--- src/ssdtm_pkg.sv ---
`timescale 1ns / 1ps
`default_nettype none
package ssdtm_pkg;

  localparam int unsigned SumW = 28;
  localparam int unsigned PosW = 10;
  localparam int unsigned PixW = 24;
  localparam logic [SumW-1:0] StartBound = 28'd200000000;

  typedef enum logic [1:0] {
    CfgTemplateWidth  = 2'd0,
    CfgTemplateHeight = 2'd1,
    CfgWindowWidth    = 2'd2,
    CfgWindowHeight   = 2'd3
  } cfg_reg_e;

  typedef enum logic [1:0] {
    StIdle,
    StRun,
    StDrain,
    StDone
  } state_e;

  typedef struct packed {
    logic       func;
    logic [7:0] red;
    logic [7:0] green;
    logic [7:0] blue;
    logic       last;
  } in_item_t;

  typedef struct packed {
    logic [5:0]  best_x;
    logic [5:0]  best_y;
    logic [27:0] best_distance;
  } out_item_t;

  typedef struct packed {
    logic            vld;
    logic            first;
    logic            lastp;
    logic [PosW-1:0] px;
    logic [PosW-1:0] py;
    logic [PixW-1:0] tpix;
    logic [PixW-1:0] wpix;
    logic [SumW-1:0] sum;
  } cell_bus_t;

endpackage
`default_nettype wire

--- src/ssdtm_cell.sv ---
`timescale 1ns / 1ps
`default_nettype none
module ssdtm_cell (
  input  wire logic                  clk_i,
  input  wire logic                  rst_ni,
  input  wire ssdtm_pkg::cell_bus_t  bus_i,
  output ssdtm_pkg::cell_bus_t       bus_o
);
  import ssdtm_pkg::*;

  cell_bus_t  bus_d, bus_q;
  logic [7:0] a, b, d;

  always_comb begin
    a = bus_i.tpix[PixW-1 -: 8];
    b = bus_i.wpix[PixW-1 -: 8];
    d = (a > b) ? (a - b) : (b - a);
    bus_d = bus_i;
    bus_d.tpix = {bus_i.tpix[PixW-9:0], 8'd0};
    bus_d.wpix = {bus_i.wpix[PixW-9:0], 8'd0};
    bus_d.sum = bus_i.sum + SumW'(d) * SumW'(d);
  end

  always_ff @(posedge clk_i or negedge rst_ni) begin
    if (!rst_ni) begin
      bus_q <= '0;
    end else begin
      bus_q <= bus_d;
    end
  end

  assign bus_o = bus_q;

endmodule
`default_nettype wire

--- config.mk ---
export PLATFORM = sky130hd
export DESIGN_NAME = ssdtm_cell
export DESIGN_NICKNAME = d
export VERILOG_FILES = /design/src/ssdtm_pkg.sv /design/src/ssdtm_cell.sv
export SDC_FILE = /design/constraint.sdc
export NUM_CORES = 1
export LEC_CHECK = 0
export ABC_AREA = 1
export BUFFER_PORTS_ARGS = -buffer_cell sky130_fd_sc_hd__buf_2
export CORE_UTILIZATION = 55
export DETAILED_ROUTE_END_ITERATION = 6
export GPL_ROUTABILITY_DRIVEN = 0
export PLACE_DENSITY = 0.95
export SLEW_MARGIN = 40
export SYNTH_ARGS = -nofsm -noshare
export SYNTH_HDL_FRONTEND = slang
export SYNTH_SLANG_ARGS = --single-unit
export TNS_END_PERCENT = 5
--- constraint.sdc ---
create_clock -name clk_i -period 1.2 [get_ports clk_i]
set_input_delay 0.24 -clock clk_i [delete_from_list [all_inputs] [get_ports clk_i]]
set_output_delay 0.24 -clock clk_i [all_outputs]
set_load 0.02 [all_outputs]
== Yosys cells after proc, flatten, opt, wreduce, memory -nomap -nowiden ==
Cells that the tools add are included.

* Register bits after elaboration: 83
* Latch bits: 0
* Bits in writable memories: 0
* ROM bits: 0
* Bits of input ports: 101
* Output and inout bits: 99
* Word-level logic and storage cells: 14
* Memories kept: 0

* Add/sub/neg operators: 3
* $mul: 1
* Div/mod/pow operators: 0
* Magnitude comparators: 1
* Eq/ne operators: 0
* Shifts and indexed selects: 0
* Muxes and demuxes: 1
* Bitwise operators: 0
* Reductions and logical operators: 0

{| class="wikitable"
|+ Operator list
! cell !! number
|-
| $add A28 B16 Y28 || 1
|-
| $mul A8 B8 Y16 || 1
|-
| $sub A8 B8 Y8 || 2
|-
| $gt A8 B8 Y1 || 1
|-
| $mux W8 || 1
|}

== Longest topological paths before layout ==
* Word-level depth: 4
* Mapped depth: 35
* Gate-level depth less buffers: 35

== Worst setup path before layout ==
Ideal clock, no wire load.

* Kind: input to register
* From: in bus_i[68] in the netlist's numbering
* To: reg bus_q (netlist bit bus_o[22])
* Setup time: 79 ps
* Data arrival time: 5066 ps
* Data required time: 1121 ps
* Path slack: -3945 ps
* Stages on the path: 28
* Path through: inv_1 -> ha_1 -> inv_1 -> fa_1 -> nand3_1 -> nand3_1 -> nand2_1 -> nand2_4 -> nand2_8 -> inv_6 -> nand2_4 -> nand2_4 -> nor2_1 -> inv_1 -> fa_1 -> inv_1 -> fa_1 -> fa_1 -> inv_1 -> fa_1 -> inv_1 -> ha_1 -> a21oi_1 -> o21ai_0 -> a21oi_1 -> o21ai_1 -> nand2_1 -> xor2_1

{| class="wikitable"
|+ RTL lines
! what !! RTL line !! RTL
|-
| start, declared || ssdtm_cell.sv:6 || <nowiki>input wire ssdtm_pkg::cell_bus_t bus_i,</nowiki>
|-
| end signal, assigned || ssdtm_cell.sv:28 || <nowiki>bus_q <= bus_d;</nowiki>
|-
| end, declared || ssdtm_cell.sv:11 || <nowiki>cell_bus_t bus_d, bus_q;</nowiki>
|}

==> impl_metrics.toml <==
[run_status]
status = "finished, violations left"
violations = "DRC, setup timing"

[floorplanning]
die_y_um = 105
ioPinCount = 200
row_count = 37
dieArea_mm2 = 0.0110
start_util_pct = 56.7
die_w_um = 105
core_mm2 = 0.0103

[synthesis]
synth_most_common_cell = "inv_1"
ys_top_cells_by_area = "dfrtp_1 36%, fa_1 13%, ha_1 13%"
synth.yosys.seq_area_share_pct = 35.6
synth_flop_cell = "dfrtp_1"
synth_cells = 640
yosysWarnings = 0
synthArstFlopShare_pct = 100
synth_top_area_share_pct = 35.6
synth_edf_count = 0
syn_area_mm2 = 0.00583
ys_ff_latch = 83
yosys.area.top_type = "dfrtp_1"
synthDistinctLibCells = 36
synth_common_cells = "139 x inv_1, 124 x nand2_1, 83 x dfrtp_1"
syn_area_per_cell_um2 = 9.11

[timing]
finalHoldViolations = 0
finalCritPeriodShare_pct = 442
finalCriticalPeriod_ns = 5.31
final-setup-viol-count = 30
rsz0062_at_grt = "true"
finalSetupTns_ns = -97.43
maxSlewViolCount = 0
setup_ws_ns = -4.11
clock.fmax_ghz = 0.188

[clock_tree]
ctsLongestPathBuffers = 2
htreeDepth = 3
cts.reportedPaths.clkPinSlew_ns = 0.11
tritoncts = "built"
cts_root_buf = "clkbuf_8"
cts_sinks = 83
cts_buffers = 9

[flow_run]
drv_cap = 0

[drt]
routed_wl_um = 28000
ant_nets = 0
drc = 14
routedWlPerCell_um = 24.4
drt_iter0_drc = 924
via_per_inst = 5.96
drtPass1Iterations = 7
vias = 6845

[grt]
grt_pass1_vias = 6537
grt_max_degree = 23
grt_pass1_wl_um = 34000
antenna_found_initial = 2
gr-usage-all-layers_pct = 40.8
grt.overflow.total = 0

[final_layout]
multi_input_area_mm2 = 0.00385
drive_gt1_share_pct = 46.5
final_nets = 1205
area_growth_pct = 60.4
fillerInstances = 403
final_area_mm2 = 0.00935
regArea_mm2 = 0.00208
largest_reg_flops = 83

[worst_hold_path]
hp-start = "bus_i[36]"
hp-class = "input pin to flip-flop"

[critical_path]
crit_type = "input pin to flip-flop"
crit_fanout = 6
startpoint = "bus_i[69]"
worst_ep_required_time_ns = 1.47
critPathLaunchType = "input pin"
arrival_ns = 5.58
end_kind = "flip-flop"

[place]
place_area_mm2 = 0.00776
numPortBuffers = 183
dpl.hpwl_um = 13400
## critical path, stage by stage
cell and delay, ns:
buf_2 0.12, inv_1 0.09, buf_4 0.15, ha_1 0.19
a21oi_1 0.22, nand2_2 0.14, nand2_1 0.15, nand2_1 0.12
nand2_1 0.08, nand2_1 0.08, nand2_2 0.11, nand2_4 0.12
nor2_1 0.15, fa_2 0.52, fa_2 0.45, fa_1 0.53
inv_1 0.06, fa_1 0.56, inv_1 0.08, ha_4 0.31
nand2_2 0.12, nor2_2 0.17, nand2_1 0.21, o21ai_4 0.25
buf_4 0.14, xor2_1 0.19
## final timing paths
check / endpoint / slack (ns) / cells past startpoint
min in group asynchronous: bus_o[6]$_DFF_PN0_ / 0.33 / 2
max in group asynchronous: bus_o[78]$_DFF_PN0_ / 0.41 / 3
hold / removal: bus_o[44]$_DFF_PN0_ / 0.02 / 1
setup / recovery: bus_o[18]$_DFF_PN0_ / -4.11 / 26
## area by class of cell
class                           count  area share [%]
Timing Repair Buffer              358            26.6
Clock buffer                        9            1.33
Tap cell                          136            1.82
Multi-Input combinational cell    411            41.2
Antenna cell                        1          0.0268
Clock inverter                      7           0.776
Sequential cell                    83            22.2
Inverter                          143            5.98
## placed cells by master (no fill, tap or decap), types with 3 or more instances in the layout
cell	netlist	final
nand2_8	2	5
conb_1	1	16
buf_4	17	112
clkinvlp_4	0	3
fa_2	0	7
nand2_4	9	12
o21ai_4	0	4
inv_1	139	128
o21ai_0	9	3
buf_6	0	8
nand4_1	6	6
fa_1	39	32
a21oi_4	0	5
nand3_2	2	5
nand3_1	19	13
clkbuf_8	0	9
ha_1	59	46
a21oi_2	0	8
nand3_4	0	3
dlygate4sd3_1	0	55
buf_2	1	177
a21oi_1	25	12
xnor2_2	0	4
buf_12	0	6
nand2_2	6	33
nor2_2	3	10
inv_2	2	12
nor2_4	2	15
xor2_1	18	13
nor2_1	43	23
xor2_2	1	6
inv_8	0	4
ha_4	0	12
o21ai_2	0	3
dfrtp_1	83	83
nand2_1	124	91
xnor2_1	11	6
## timing repair
item                       CTS  global route
hold buffers                52             3
setup buffers               14            14
setup endpoints to repair   27            32
hold endpoints to repair    70             3
resized for setup           63            77
pin swaps                   46            49
## layer usage
layer	routed length, um	track usage [%]	vias up
li1	-	-	2635
met5	45	0	-
met1	8470	43.9	3146
met4	3150	27.2	2
met3	3250	7.74	314
met2	13100	73.0	748
## kinds of logic (layout without fill, tap and decap cells)
| kind of cell | Yosys count | in the layout | share of synthesized area (%) |
|---|---|---|---|
| AND/OR/NAND/NOR | 224 | 224 | 18.0 |
| buffers and inverters | 161 | 517 | 11.6 |
| adder cells (fa/ha/maj) | 98 | 98 | 26.1 |
| flip-flops | 83 | 83 | 35.6 |
| AO/OA/AOI/OAI | 43 | 43 | 3.95 |
| XOR/XNOR | 30 | 30 | 4.64 |
| other | 1 | 17 | 0.0643 |
## per-stage QoR
| stage | cells | setup slack (ns) | hold slack [ns] | utilization (%) |
|---|---|---|---|---|
| global route | 1148 | -4.17 | 0.00117 | 90.9 |
| global placement | 1048 | -3.96 | 0.152 | 75.5 |
| detailed placement | 1048 | -4.15 | 0.157 | 75.5 |
| CTS | 1130 | -3.52 | 0.000479 | 85.9 |
| floorplan | 655 | -3.56 | -0.0556 | - |
| finish | 1148 | -4.11 | 0.0203 | 90.9 |
Power is not shown: default switching activity piles up to over one toggle a cycle in this logic, so the estimate is an artifact.
